[src/design/uart_receiver_with_fifo_macros.svh]
// Assertion macros shared by the receiver modules.
// Depends on nothing; included by the files that carry assertions.
`ifndef UART_RECEIVER_WITH_FIFO_MACROS_SVH
`define UART_RECEIVER_WITH_FIFO_MACROS_SVH

// Same-cycle implication, disabled during reset.
`define URF_ASSERT_NOW(label, clk, rst_n, ante, cons) \
  label: assert property (@(posedge clk) disable iff (!rst_n) (ante) |-> (cons)) \
    else $error("assertion failed");

// Next-cycle implication, disabled during reset.
`define URF_ASSERT_NEXT(label, clk, rst_n, ante, cons) \
  label: assert property (@(posedge clk) disable iff (!rst_n) (ante) |=> (cons)) \
    else $error("assertion failed");

`endif

[src/design/urf_pkg.sv]
// Shared types and constants of the UART receiver with receive FIFO.
// Depends on nothing; used by every module of the block.
package urf_pkg;

  localparam int unsigned DataBits   = 8;
  localparam int unsigned FifoDepth  = 16;
  localparam int unsigned CfgW       = 16;
  localparam int unsigned CfgIdxW    = 2;
  localparam int unsigned CountOutW  = 4;

  localparam logic [CfgW-1:0] BitPeriodReset  = 16'd16;
  localparam logic [CfgW-1:0] StartDelayReset = 16'd24;

  // Configuration register indexes.
  localparam logic [CfgIdxW-1:0] CfgBitPeriod  = 2'd0;
  localparam logic [CfgIdxW-1:0] CfgStartDelay = 2'd1;

  // One record per accepted tick, from the receiver to the FIFO side.
  typedef struct packed {
    logic                pop;
    logic                push;
    logic [DataBits-1:0] data;
    logic                receiving;
  } rec_t;

  function automatic logic [CfgW-1:0] at_least_one(input logic [CfgW-1:0] v);
    at_least_one = (v == '0) ? CfgW'(1) : v;
  endfunction

endpackage

[src/design/urf_rx_front.sv]
// Receiver front end: frame timing, bit sampling and configuration registers.
// Depends on urf_pkg; emits one urf_pkg::rec_t per accepted tick.
`include "uart_receiver_with_fifo_macros.svh"

module urf_rx_front (
  input  logic                       clk_i,
  input  logic                       rst_ni,
  input  logic                       cfg_we_i,
  input  logic [urf_pkg::CfgIdxW-1:0] cfg_idx_i,
  input  logic [urf_pkg::CfgW-1:0]   cfg_data_i,
  input  logic                       tick_i,
  input  logic                       rx_line_i,
  input  logic                       pop_req_i,
  output urf_pkg::rec_t              rec_o
);

  localparam int unsigned IdxW = $clog2(urf_pkg::DataBits + 1);

  logic [urf_pkg::CfgW-1:0] bit_period_q, start_delay_q;
  logic                     last_line_q, last_line_d;
  logic                     busy_q, busy_d;
  logic [urf_pkg::CfgW-1:0] timer_q, timer_d, timer_dec;
  logic [IdxW-1:0]          bit_idx_q, bit_idx_d;
  logic [urf_pkg::DataBits-1:0] shift_q, shift_d;
  logic                     push;

  always_ff @(posedge clk_i or negedge rst_ni) begin
    if (!rst_ni) begin
      bit_period_q  <= urf_pkg::BitPeriodReset;
      start_delay_q <= urf_pkg::StartDelayReset;
    end else if (cfg_we_i) begin
      unique case (cfg_idx_i)
        urf_pkg::CfgBitPeriod:  bit_period_q  <= cfg_data_i;
        urf_pkg::CfgStartDelay: start_delay_q <= cfg_data_i;
        default: ;
      endcase
    end
  end

  always_comb begin
    last_line_d = rx_line_i;
    busy_d      = busy_q;
    timer_d     = timer_q;
    bit_idx_d   = bit_idx_q;
    shift_d     = shift_q;
    push        = 1'b0;
    timer_dec   = (timer_q != '0) ? timer_q - 1'b1 : timer_q;
    if (!busy_q) begin
      if (last_line_q && !rx_line_i) begin
        busy_d    = 1'b1;
        timer_d   = urf_pkg::at_least_one(start_delay_q);
        bit_idx_d = '0;
        shift_d   = '0;
      end
    end else begin
      timer_d = timer_dec;
      if (timer_dec == '0) begin
        if (bit_idx_q < IdxW'(urf_pkg::DataBits)) begin
          shift_d[bit_idx_q[$clog2(urf_pkg::DataBits)-1:0]] = rx_line_i;
          bit_idx_d = bit_idx_q + 1'b1;
          timer_d   = urf_pkg::at_least_one(bit_period_q);
        end else begin
          // Stop-bit sample: hand the byte over and re-arm right away.
          push      = 1'b1;
          busy_d    = 1'b0;
          bit_idx_d = '0;
          timer_d   = '0;
        end
      end
    end
  end

  always_ff @(posedge clk_i or negedge rst_ni) begin
    if (!rst_ni) begin
      last_line_q <= 1'b1;
      busy_q      <= 1'b0;
      timer_q     <= '0;
      bit_idx_q   <= '0;
      shift_q     <= '0;
    end else if (tick_i) begin
      last_line_q <= last_line_d;
      busy_q      <= busy_d;
      timer_q     <= timer_d;
      bit_idx_q   <= bit_idx_d;
      shift_q     <= shift_d;
    end
  end

  assign rec_o.pop       = pop_req_i;
  assign rec_o.push      = push;
  assign rec_o.data      = shift_q;
  assign rec_o.receiving = busy_d;

  `URF_ASSERT_NOW(a_idle_index_clear, clk_i, rst_ni, !busy_q, bit_idx_q == '0)
  `URF_ASSERT_NOW(a_busy_ends_at_stop, clk_i, rst_ni, $fell(busy_q),
                  $past(bit_idx_q) == IdxW'(urf_pkg::DataBits))

endmodule

[src/design/urf_rec_queue.sv]
// Two-entry queue of tick records between the receiver and the FIFO side.
// Depends on urf_pkg for the record type.
module urf_rec_queue (
  input  logic          clk_i,
  input  logic          rst_ni,
  input  logic          in_valid_i,
  output logic          in_ready_o,
  input  urf_pkg::rec_t in_rec_i,
  output logic          out_valid_o,
  input  logic          out_ready_i,
  output urf_pkg::rec_t out_rec_o
);

  urf_pkg::rec_t entry_q [2];
  logic          wptr_q, rptr_q;
  logic [1:0]    count_q;
  logic          wr, rd;

  assign in_ready_o  = (count_q != 2'd2);
  assign out_valid_o = (count_q != 2'd0);
  assign wr          = in_valid_i && in_ready_o;
  assign rd          = out_valid_o && out_ready_i;
  assign out_rec_o   = entry_q[rptr_q];

  always_ff @(posedge clk_i) begin
    if (wr) begin
      entry_q[wptr_q] <= in_rec_i;
    end
  end

  always_ff @(posedge clk_i or negedge rst_ni) begin
    if (!rst_ni) begin
      wptr_q  <= 1'b0;
      rptr_q  <= 1'b0;
      count_q <= 2'd0;
    end else begin
      if (wr) wptr_q <= ~wptr_q;
      if (rd) rptr_q <= ~rptr_q;
      count_q <= count_q + {1'b0, wr} - {1'b0, rd};
    end
  end

endmodule

[src/design/urf_rx_back.sv]
// FIFO side: byte store, pop and push in tick order, and the result register.
// Depends on urf_pkg for the record type and output widths.
`include "uart_receiver_with_fifo_macros.svh"

module urf_rx_back #(
  parameter int unsigned FIFO_DEPTH = urf_pkg::FifoDepth
) (
  input  logic                          clk_i,
  input  logic                          rst_ni,
  input  logic                          rec_valid_i,
  output logic                          rec_ready_o,
  input  urf_pkg::rec_t                 rec_i,
  output logic                          out_valid_o,
  input  logic                          out_ready_i,
  output logic [urf_pkg::DataBits-1:0]  read_data_o,
  output logic                          read_valid_o,
  output logic [urf_pkg::CountOutW-1:0] byte_count_o,
  output logic                          overflow_o,
  output logic                          receiving_o
);

  localparam int unsigned PtrW = $clog2(FIFO_DEPTH);
  localparam int unsigned ExtW = (PtrW > urf_pkg::CountOutW) ? PtrW : urf_pkg::CountOutW;
  localparam logic [PtrW-1:0] LastPtr  = PtrW'(FIFO_DEPTH - 1);
  localparam logic [PtrW-1:0] FullCnt  = PtrW'(FIFO_DEPTH - 1);

  logic [urf_pkg::DataBits-1:0] mem_q [FIFO_DEPTH];
  logic [PtrW-1:0] wptr_q, rptr_q, count_q, count_d, count_mid;
  logic            out_valid_q, rvalid_q, ovf_q, recv_q;
  logic [urf_pkg::DataBits-1:0] rdata_q;
  logic            adv, pop_ok, push_ok;
  logic [ExtW-1:0] count_ext;

  assign rec_ready_o = !out_valid_q || out_ready_i;
  assign adv         = rec_valid_i && rec_ready_o;
  // The pop is served before the push of the same tick.
  assign pop_ok      = rec_i.pop && (count_q != '0);
  assign count_mid   = count_q - PtrW'(pop_ok);
  assign push_ok     = rec_i.push && (count_mid != FullCnt);
  assign count_d     = count_mid + PtrW'(push_ok);

  always_ff @(posedge clk_i) begin
    if (adv) begin
      if (push_ok) mem_q[wptr_q] <= rec_i.data;
      rdata_q <= pop_ok ? mem_q[rptr_q] : '0;
    end
  end

  always_ff @(posedge clk_i or negedge rst_ni) begin
    if (!rst_ni) begin
      wptr_q      <= '0;
      rptr_q      <= '0;
      count_q     <= '0;
      out_valid_q <= 1'b0;
      rvalid_q    <= 1'b0;
      ovf_q       <= 1'b0;
      recv_q      <= 1'b0;
    end else begin
      if (adv) begin
        if (pop_ok)  rptr_q <= (rptr_q == LastPtr) ? '0 : rptr_q + 1'b1;
        if (push_ok) wptr_q <= (wptr_q == LastPtr) ? '0 : wptr_q + 1'b1;
        count_q     <= count_d;
        out_valid_q <= 1'b1;
        rvalid_q    <= pop_ok;
        ovf_q       <= rec_i.push && !push_ok;
        recv_q      <= rec_i.receiving;
      end else if (out_ready_i) begin
        out_valid_q <= 1'b0;
      end
    end
  end

  assign count_ext    = ExtW'(count_q);
  assign out_valid_o  = out_valid_q;
  assign read_data_o  = rdata_q;
  assign read_valid_o = rvalid_q;
  assign byte_count_o = count_ext[urf_pkg::CountOutW-1:0];
  assign overflow_o   = ovf_q;
  assign receiving_o  = recv_q;

  `URF_ASSERT_NOW(a_ovf_when_full, clk_i, rst_ni, out_valid_q && ovf_q, count_q == FullCnt)
  `URF_ASSERT_NEXT(a_pop_drops_count, clk_i, rst_ni, adv && pop_ok && !push_ok,
                   count_q == $past(count_q) - 1'b1)

endmodule

[src/design/uart_receiver_with_fifo.sv]
// UART 8N1 receiver with receive FIFO; one line sample tick per input transfer.
// Throughput: one tick per cycle while the record queue has room, set by the receiver timer update.
// Path: a tick's record is written into the record queue at its transfer, then taken into
// the FIFO stage's output register and leaves from there; output back-pressure can hold it in the queue.
// Reset is asynchronous, active low, and takes effect at once; no clearing pass.
module uart_receiver_with_fifo #(
  parameter int unsigned FIFO_DEPTH = urf_pkg::FifoDepth
) (
  input  logic                          clk_i,
  input  logic                          rst_ni,
  input  logic                          cfg_we_i,
  input  logic [urf_pkg::CfgIdxW-1:0]   cfg_idx_i,
  input  logic [urf_pkg::CfgW-1:0]      cfg_data_i,
  input  logic                          in_valid_i,
  output logic                          in_ready_o,
  input  logic                          rx_line_i,
  input  logic                          pop_req_i,
  output logic                          out_valid_o,
  input  logic                          out_ready_i,
  output logic [urf_pkg::DataBits-1:0]  read_data_o,
  output logic                          read_valid_o,
  output logic [urf_pkg::CountOutW-1:0] byte_count_o,
  output logic                          overflow_o,
  output logic                          receiving_o
);

  urf_pkg::rec_t front_rec, back_rec;
  logic          q_ready, q_valid, back_ready, tick;

  assign in_ready_o = q_ready;
  assign tick       = in_valid_i && q_ready;

  urf_rx_front u_front (
    .clk_i      (clk_i),
    .rst_ni     (rst_ni),
    .cfg_we_i   (cfg_we_i),
    .cfg_idx_i  (cfg_idx_i),
    .cfg_data_i (cfg_data_i),
    .tick_i     (tick),
    .rx_line_i  (rx_line_i),
    .pop_req_i  (pop_req_i),
    .rec_o      (front_rec)
  );

  urf_rec_queue u_queue (
    .clk_i       (clk_i),
    .rst_ni      (rst_ni),
    .in_valid_i  (in_valid_i),
    .in_ready_o  (q_ready),
    .in_rec_i    (front_rec),
    .out_valid_o (q_valid),
    .out_ready_i (back_ready),
    .out_rec_o   (back_rec)
  );

  urf_rx_back #(
    .FIFO_DEPTH (FIFO_DEPTH)
  ) u_back (
    .clk_i        (clk_i),
    .rst_ni       (rst_ni),
    .rec_valid_i  (q_valid),
    .rec_ready_o  (back_ready),
    .rec_i        (back_rec),
    .out_valid_o  (out_valid_o),
    .out_ready_i  (out_ready_i),
    .read_data_o  (read_data_o),
    .read_valid_o (read_valid_o),
    .byte_count_o (byte_count_o),
    .overflow_o   (overflow_o),
    .receiving_o  (receiving_o)
  );

endmodule

[config.mk]
export PLATFORM = sky130hd
export DESIGN_NAME = uart_receiver_with_fifo
export DESIGN_NICKNAME = d
export VERILOG_FILES = /design/src/design/urf_pkg.sv /design/src/design/urf_rx_front.sv /design/src/design/urf_rec_queue.sv /design/src/design/urf_rx_back.sv /design/src/design/uart_receiver_with_fifo.sv
export VERILOG_INCLUDE_DIRS = /design/src /design/src/design
export SDC_FILE = /design/constraint.sdc
export NUM_CORES = 1
export LEC_CHECK = 0
export BUFFER_PORTS_ARGS = -buffer_cell sky130_fd_sc_hd__buf_2
export CAP_MARGIN = 20
export CORE_ASPECT_RATIO = 1.4
export CORE_MARGIN = 3
export CORE_UTILIZATION = 55
export CTS_CLUSTER_SIZE = 28
export DETAILED_ROUTE_END_ITERATION = 10
export GPL_TIMING_DRIVEN = 0
export HOLD_SLACK_MARGIN = 0.1
export PLACE_DENSITY = 0.72
export SLEW_MARGIN = 15
export SYNTH_ARGS = -nofsm -noshare
export SYNTH_HDL_FRONTEND = slang
export SYNTH_HIERARCHICAL = 1
export SYNTH_SLANG_ARGS = --single-unit
[constraint.sdc]
create_clock -name clk_i -period 6 [get_ports clk_i]
set_input_delay 1.2 -clock clk_i [delete_from_list [all_inputs] [get_ports clk_i]]
set_output_delay 1.2 -clock clk_i [all_outputs]
set_load 0.1 [all_outputs]
==> impl_metrics.py, run 1 <==
metrics = {
    "setup_path": {
        "crit_top_cell": "ha_1",
        "rr_endpoint": "u_back/byte_count_o[3]",
        "crit_path_cell_trace": "buf_6, o41ai_4, inv_1, ha_1, ha_1, inv_1, nand2_1, or3_4, and2_1, ha_1, nand3_1, mux2_2, o21ai_0, xnor2_1",
        "worst_ep_arrival_time_ps": 4270,
        "critPathTopFamily": "compound AO/OA/AOI/OAI gates",
        "slowest_stage": "o41ai_4",
        "critical_path.max_stage_delay_ps": 720,
        "crit_cells": 14,
        "worstSetupPathType": "flip-flop to flip-flop",
        "rrSetupSlack_ps": 2160,
        "rr_worst_depth": 14,
        "critPathRequiredTime_ps": 6430,
        "cp_max_fo": 10,
        "reg2reg_from": "u_back/byte_count_o[2]",
        "worst_setup_path_end_kind": "flip-flop",
        "start_kind": "flip-flop",
        "cp-endpoint": "u_back/byte_count_o[3]",
        "cp-startpoint": "u_back/byte_count_o[2]",
        "cp_num_buf_inv": 3,
    },
    "floorplan": {
        "die_h_um": 172,
        "dieArea_sq_um": 21300,
        "io_pins": 42,
        "rows": 59,
        "coreArea_sq_um": 18900,
        "fp.dieW_um": 124,
        "initial_core_util": 0.570,
    },
    "power_and_ir_drop": {
        "leakage_uw": 0.00445,
        "p_per_area_nw_per_um2": 520,
        "ir_worst_vdd_uv": 295,
    },
    "clock_network": {
        "clock-sinks": 240,
        "insertion_delay_ps": 500,
        "clockRootBuffer": "clkbuf_16",
        "cts_tree": "yes",
        "cts_resized": 0,
        "ctsHoldBuffers": 0,
        "cts_setup_buffers": 0,
        "cts-htree-levels": 1,
        "numCtsBuffers": 23,
        "clk_pin_slew_ps": 70,
        "cts_buffer_depth": 3,
    },
    "yosys": {
        "synth_common_cells": "158 x edfxtp_1, 78 x dfrtp_1, 48 x nand2_1",
        "netlist.area_leader.share": 0.441,
        "netlist_top_cells_area": "edfxtp_1 44%, dfrtp_1 18%, mux4_2 6.7%",
        "synth.cell_area_sq_um": 10800,
        "yosys_register_bits": 240,
        "yosysSeqAreaShare": 0.632,
        "synthFlopType": "edfxtp_1",
        "synth_cell_type_count": 78,
        "synth_enable_flop_cells": 158,
        "async_flop_share": 0.342,
        "synth_most_common_cell": "edfxtp_1",
        "syn_inst": 733,
        "synth_warnings": 6,
        "synth_nets": 771,
        "synth.avg_cell_area_sq_um": 14.7,
        "yosys.area.top_type": "edfxtp_1",
    },
    "route": {
        "postRouteAntennaNets": 0,
        "wl_per_cell_um": 22.4,
        "detail_route.iter0.violations": 554,
        "first_pass_iters": 5,
        "vias_per_cell": 6.16,
        "post-route-drc-count": 0,
        "wl_um": 23700,
        "num_vias": 6527,
    },
    "cells_and_area": {
        "num_antenna_cells": 0,
        "fillers": 1409,
        "finalInstanceArea_sq_um": 12100,
        "nNetsFinal": 837,
        "drive_gt1_frac": 0.235,
        "area_delta_synth_final_pct": 12.0,
    },
    "place": {
        "gp_congestion": 0.943,
        "placed_cell_area_sq_um": 11300,
        "port-buffer-count": 40,
        "dpl.hpwl_um": 17400,
    },
    "global_routing": {
        "grt_overflow": 0,
        "busiest_layer": "met2",
        "grt_max_degree": 53,
        "grt_first_pass_wirelength_um": 37100,
        "grt_util_met1": 0.244,
        "met3_usage": 0.0264,
        "grtUsageTotal": 0.221,
        "grtUsageMet2": 0.419,
        "antenna_found_initial": 0,
        "grt_pass1_vias": 6716,
    },
    "timing": {
        "setup_tns_ps": 0,
        "max_freq_ghz": 0.260,
        "finalHoldViolCount": 0,
        "slew_headroom": 0.248,
        "setup_violations": 0,
        "skew_ps": 13.2,
        "drv_slew": 0,
        "worst_pin_slew_ps": 1120,
        "period_share": 0.641,
        "period_minus_slack_ps": 3840,
        "rsz0062_at_grt": "no",
    },
    "status": {
        "status": "complete, no violations",
    },
    "hold_path": {
        "min_path_type": "flip-flop to flip-flop",
    },
    "flow_run": {
        "maxCapViolations": 0,
    },
}
## state kept, by name, summed over array words and instances, names as in the netlist
register,flops
u_back/byte_count_o,4
u_back/mem_q,128
u_back/out_valid_o,1
u_back/overflow_o,1
u_back/read_data_o,8
u_back/read_valid_o,1
u_back/receiving_o,1
u_back/rptr_q,4
u_back/wptr_q,4
u_front/bit_idx_q,4
u_front/bit_period_q,16
u_front/busy_q,1
u_front/last_line_q,1
u_front/shift_q,8
u_front/start_delay_q,16
u_front/timer_q,16
u_queue/count_q,2
u_queue/entry_q,22
u_queue/rptr_q,1
u_queue/wptr_q,1
## power breakdown
part / switching, uW / internal, uW / total (uW)
clock network: 594 / 833 / 1430
registers: 198 / 2210 / 2400
logic: 1640 / 804 / 2440
## layer usage
metal  up-vias  routed length, um
met1      3291               8600
li1       2963                  -
met3        66                986
met5         -                  0
met2       207              12900
met4         0               1230
## layout make-up
type / count / area, sq um / area share
Sequential cell: 240 / 6800 / 0.564
Multi-Input combinational cell: 430 / 3650 / 0.303
Clock buffer: 30 / 632 / 0.0524
Tap cell: 244 / 305 / 0.0253
Buffer: 46 / 258 / 0.0214
Timing Repair Buffer: 41 / 230 / 0.0191
Clock inverter: 12 / 119 / 0.00986
Inverter: 17 / 63.8 / 0.00529
## kinds of logic (layout without fill, tap and decap cells)
group / Yosys count / in the layout / share of synthesized area
and+or+nand+nor: 210 / 210 / 0.111
xor gates and xnor gates: 14 / 14 / 0.0114
buffers and inverters: 63 / 146 / 0.0299
DFF: 240 / 240 / 0.632
muxes: 99 / 99 / 0.135
adders and majority gates: 13 / 13 / 0.0151
AOI/OAI and AO/OA: 94 / 94 / 0.0656
## worst reg2reg max path: stages, from the launching register on
cell and delay (ps):
dfrtp_1 390, buf_6 140, o41ai_4 730, inv_1 110, ha_1 250, ha_1 310, inv_1 120, nand2_1 100
or3_4 430, and2_1 180, ha_1 210, nand3_1 100, mux2_2 320, o21ai_0 240, xnor2_1 150
## cells in the final DEF (no fill, tap or decap), types with 4 or more instances in the layout
master | Yosys | routed
a211oi_1 | 18 | 18
a21oi_1 | 11 | 11
a311oi_1 | 4 | 4
a31oi_1 | 6 | 6
and2_1 | 4 | 4
and3_1 | 18 | 18
buf_2 | 8 | 47
buf_4 | 10 | 11
buf_6 | 5 | 5
clkbuf_1 | 22 | 26
clkbuf_16 | 0 | 23
clkinv_1 | 1 | 5
dfrtp_1 | 78 | 78
dfstp_2 | 4 | 4
edfxtp_1 | 158 | 158
ha_1 | 13 | 13
inv_1 | 16 | 16
mux2_1 | 11 | 11
mux2_2 | 36 | 36
mux2i_1 | 20 | 20
mux4_2 | 32 | 32
nand2_1 | 48 | 48
nand3_1 | 9 | 9
nand4_1 | 14 | 14
nor2_1 | 29 | 29
nor2b_1 | 17 | 17
nor3_1 | 19 | 17
nor3_2 | 2 | 4
nor4_1 | 15 | 15
o21ai_0 | 14 | 14
o21ai_1 | 6 | 6
or3_1 | 6 | 6
xnor2_1 | 11 | 11
## metrics by stage
step                std cells  setup WS, ps  total power, uW   util  hold WS (ps)
floorplan                 733          2080             4220      -           442
global placement         1017          2090             4760  0.596           453
detailed placement       1018          2180             4850  0.598           464
CTS                      1060          2150             6290  0.638           477
global route             1060          1940             6570  0.638           505
finish                   1060          2160             6270  0.638           477
## worst min path at each step
stage,start,endpoint,slack [ps],depth (start not counted)
after global placement,u_front/shift_q[0],u_queue/entry_q[0][1],450,0
after CTS,u_front/shift_q[6],u_queue/entry_q[0][7],480,0
final,u_front/shift_q[3],u_queue/entry_q[0][4],480,0
after detailed placement,u_front/shift_q[6],u_queue/entry_q[0][7],460,0
after global routing,u_front/shift_q[3],u_queue/entry_q[0][4],510,0
after floorplan,u_front/shift_q[0],u_queue/entry_q[0][1],440,0
(Power assumes the default switching activity.)
==> run 2, diff against run 1 <==
--- a/config.mk
+++ b/config.mk
@@ -15,7 +15,7 @@
 export DETAILED_ROUTE_END_ITERATION = 10
 export GPL_TIMING_DRIVEN = 0
 export HOLD_SLACK_MARGIN = 0.1
-export PLACE_DENSITY = 0.72
+export PLACE_DENSITY = 0.75
 export SLEW_MARGIN = 15
 export SYNTH_ARGS = -nofsm -noshare
 export SYNTH_HDL_FRONTEND = slang
==> constraint.sdc (replaced) <==
create_clock -name clk_i -period 3.44 [get_ports clk_i]
set_input_delay 0.688 -clock clk_i [delete_from_list [all_inputs] [get_ports clk_i]]
set_output_delay 0.688 -clock clk_i [all_outputs]
set_load 0.1 [all_outputs]
==> run 2 against run 1 <==
  * Sequential share of layout area fell by 0.23 points
  * First-iteration DRC count fell by 4.7%
  * Flip-flop and latch count did not move
  * Final cell count rose by 0.19%
  * Critical endpoint is now u_queue/entry_q[1][0]
==> impl_metrics.py, run 2 (synthesis gave the netlist of run 1 again) <==
metrics = {
    "setup_path": {
        "cp_num_buf_inv": 3,
        "reg2reg_from": "u_front/timer_q[7]",
        "cp-startpoint": "u_front/timer_q[7]",
        "rr_worst_depth": 10,
        "cp_max_fo": 10,
        "worst_ep_arrival_time_ps": 3560,
        "crit_cells": 10,
        "crit_path_cell_trace": "clkbuf_1, nor3_1, nand4_1, nor4_2, a31oi_1, a2111oi_4, buf_6, and3_1, nor2_1, buf_4",
        "critPathRequiredTime_ps": 3710,
        "worstSetupPathType": "flip-flop to flip-flop",
        "critical_path.max_stage_delay_ps": 530,
        "slowest_stage": "nor3_1",
        "rrSetupSlack_ps": 140,
        "worst_setup_path_end_kind": "flip-flop",
        "critPathTopFamily": "simple AND/OR/NAND/NOR gates",
        "start_kind": "flip-flop",
    },
    "cells_and_area": {
        "drive_gt1_frac": 0.254,
        "nNetsFinal": 840,
        "largest_register_ffs": 128,
        "num_antenna_cells": 0,
        "reg_top3": "u_back/mem_q x128, u_queue/entry_q x22",
        "most-common-layout-cells": "158 x edfxtp_1, 74 x dfrtp_1, 48 x buf_2, 48 x nand2_1, 35 x mux2_2",
        "final_common_cell": "edfxtp_1",
        "area_delta_synth_final_pct": 12.6,
        "top_register": "u_back/mem_q",
    },
    "floorplan": {
        "die_h_um": 172,
        "fp.dieW_um": 124,
        "dieArea_sq_um": 21300,
        "initial_core_util": 0.570,
        "coreArea_sq_um": 18900,
        "io_pins": 42,
        "rows": 59,
    },
    "route": {
        "num_vias": 6624,
        "detail_route.iter0.violations": 528,
        "postRouteAntennaNets": 0,
        "vias_per_cell": 6.24,
        "first_pass_iters": 5,
        "post-route-drc-count": 0,
        "wl_per_cell_um": 22.0,
        "wl_um": 23400,
    },
    "clock_network": {
        "insertion_delay_ps": 510,
        "clock-sinks": 240,
        "clk_pin_slew_ps": 60,
        "numCtsBuffers": 22,
        "cts_tree": "yes",
        "clockRootBuffer": "clkbuf_16",
        "cts-htree-levels": 1,
        "cts_buffer_depth": 3,
    },
    "place": {
        "dp_slack_ps": -205,
        "dpl.hpwl_um": 16800,
        "port-buffer-count": 40,
        "gp_congestion": 0.950,
    },
    "timing": {
        "finalHoldViolCount": 0,
        "worst_pin_slew_ps": 1080,
        "period_share": 0.959,
        "fin_ws_ps": 143,
        "period_minus_slack_ps": 3300,
        "rsz0062_at_grt": "no",
        "setup_violations": 0,
        "slew_headroom": 0.281,
        "max_freq_ghz": 0.303,
        "whs_ps": 362,
        "skew_ps": 10.8,
        "drv_slew": 0,
    },
    "hold_path": {
        "min_path_type": "primary input to flip-flop",
        "hp-start": "pop_req_i",
        "hold_path_depth": 1,
    },
    "power_and_ir_drop": {
        "p_total_uw": 10900,
        "leakage_uw": 0.00445,
        "p_per_area_nw_per_um2": 898,
        "ir_worst_vdd_uv": 586,
    },
    "global_routing": {
        "grt_overflow": 0,
        "antenna_found_initial": 0,
        "grt_first_pass_wirelength_um": 38000,
        "grtUsageTotal": 0.224,
        "grt_max_degree": 62,
        "grt_pass1_vias": 7070,
    },
    "status": {
        "status": "complete, no violations",
    },
    "flow_run": {
        "maxCapViolations": 0,
    },
}
==> run 2: cell count changes in the layout (fill, tap and decap cells not counted), moves of 2 or more <==
cell / before / now
dfrtp_1: 78 / 74
buf_4: 11 / 14
dfrtp_2: 0 / 3
ha_1: 13 / 10
clkbuf_8: 3 / 1
clkinv_2: 3 / 1
clkinv_4: 0 / 2
clkinvlp_4: 0 / 2
ha_4: 0 / 2
nor2b_1: 17 / 15
nor2b_2: 0 / 2
nor3_2: 4 / 2
nor4_1: 15 / 13
==> run 2: layer usage <==
layer | wire length (um) | up-vias | track usage
li1 | - | 2972 | -
met1 | 8390 | 3341 | 0.252
met2 | 12700 | 237 | 0.421
met3 | 992 | 74 | 0.0255
met4 | 1270 | 0 | 0.116
met5 | 0 | - | 0
==> run 2: worst register-to-register path, cell delays in order (launching register included) <==
cell and delay [ps]:
dfrtp_1 370, clkbuf_1 190, nor3_1 530, nand4_1 400
nor4_2 340, a31oi_1 230, a2111oi_4 380, buf_6 200
and3_1 230, nor2_1 60, buf_4 130
==> run 2: path summary, 6_finish.rpt <==
| check | to |
|---|---|
| max | u_queue/entry_q[1][0] |
| min | u_queue/entry_q[0][10] |
| max reg2reg | u_queue/entry_q[1][0] |
| min reg2reg | u_queue/entry_q[0][5] |
| max in group asynchronous | u_front/last_line_q |
| min in group asynchronous | u_back/rptr_q[3] |
==> run 2: stage by stage <==
step | util | instance area [sq um] | TNS, ps | std cells
finish | 0.641 | 12100 | 0 | 1062
global route | 0.641 | 12100 | 0 | 1062
CTS | 0.640 | 12100 | 0 | 1062
detailed placement | 0.601 | 11400 | -5760 | 1019
global placement | 0.599 | 11300 | -9740 | 1017
floorplan | - | 10800 | -11.4 | 733
==> run 2: repair_timing <==
item                                   4_1_cts  5_1_grt
pin swaps                                    2        1
gates resized for setup                      3        4
setup endpoints to repair                   74       18
hold buffers                                 1        0
endpoints found under the hold margin       12        0
setup buffers                                2        1
==> run 2: power by group <==
group | internal [uW] | total [uW] | switching (uW)
sequential | 3860 | 4200 | 346
clock | 1290 | 2340 | 1040
combinational | 1470 | 4340 | 2880
==> run 2: area by class of cell <==
cell class                      instances  area [sq um]
Sequential cell                       240          6810
Fill cell                            1406          6780
Multi-Input combinational cell        430          3730
Clock buffer                           29           587
Tap cell                              244           305
Timing Repair Buffer                   46           268
Buffer                                 45           254
Clock inverter                         11           104
Inverter                               17          63.8
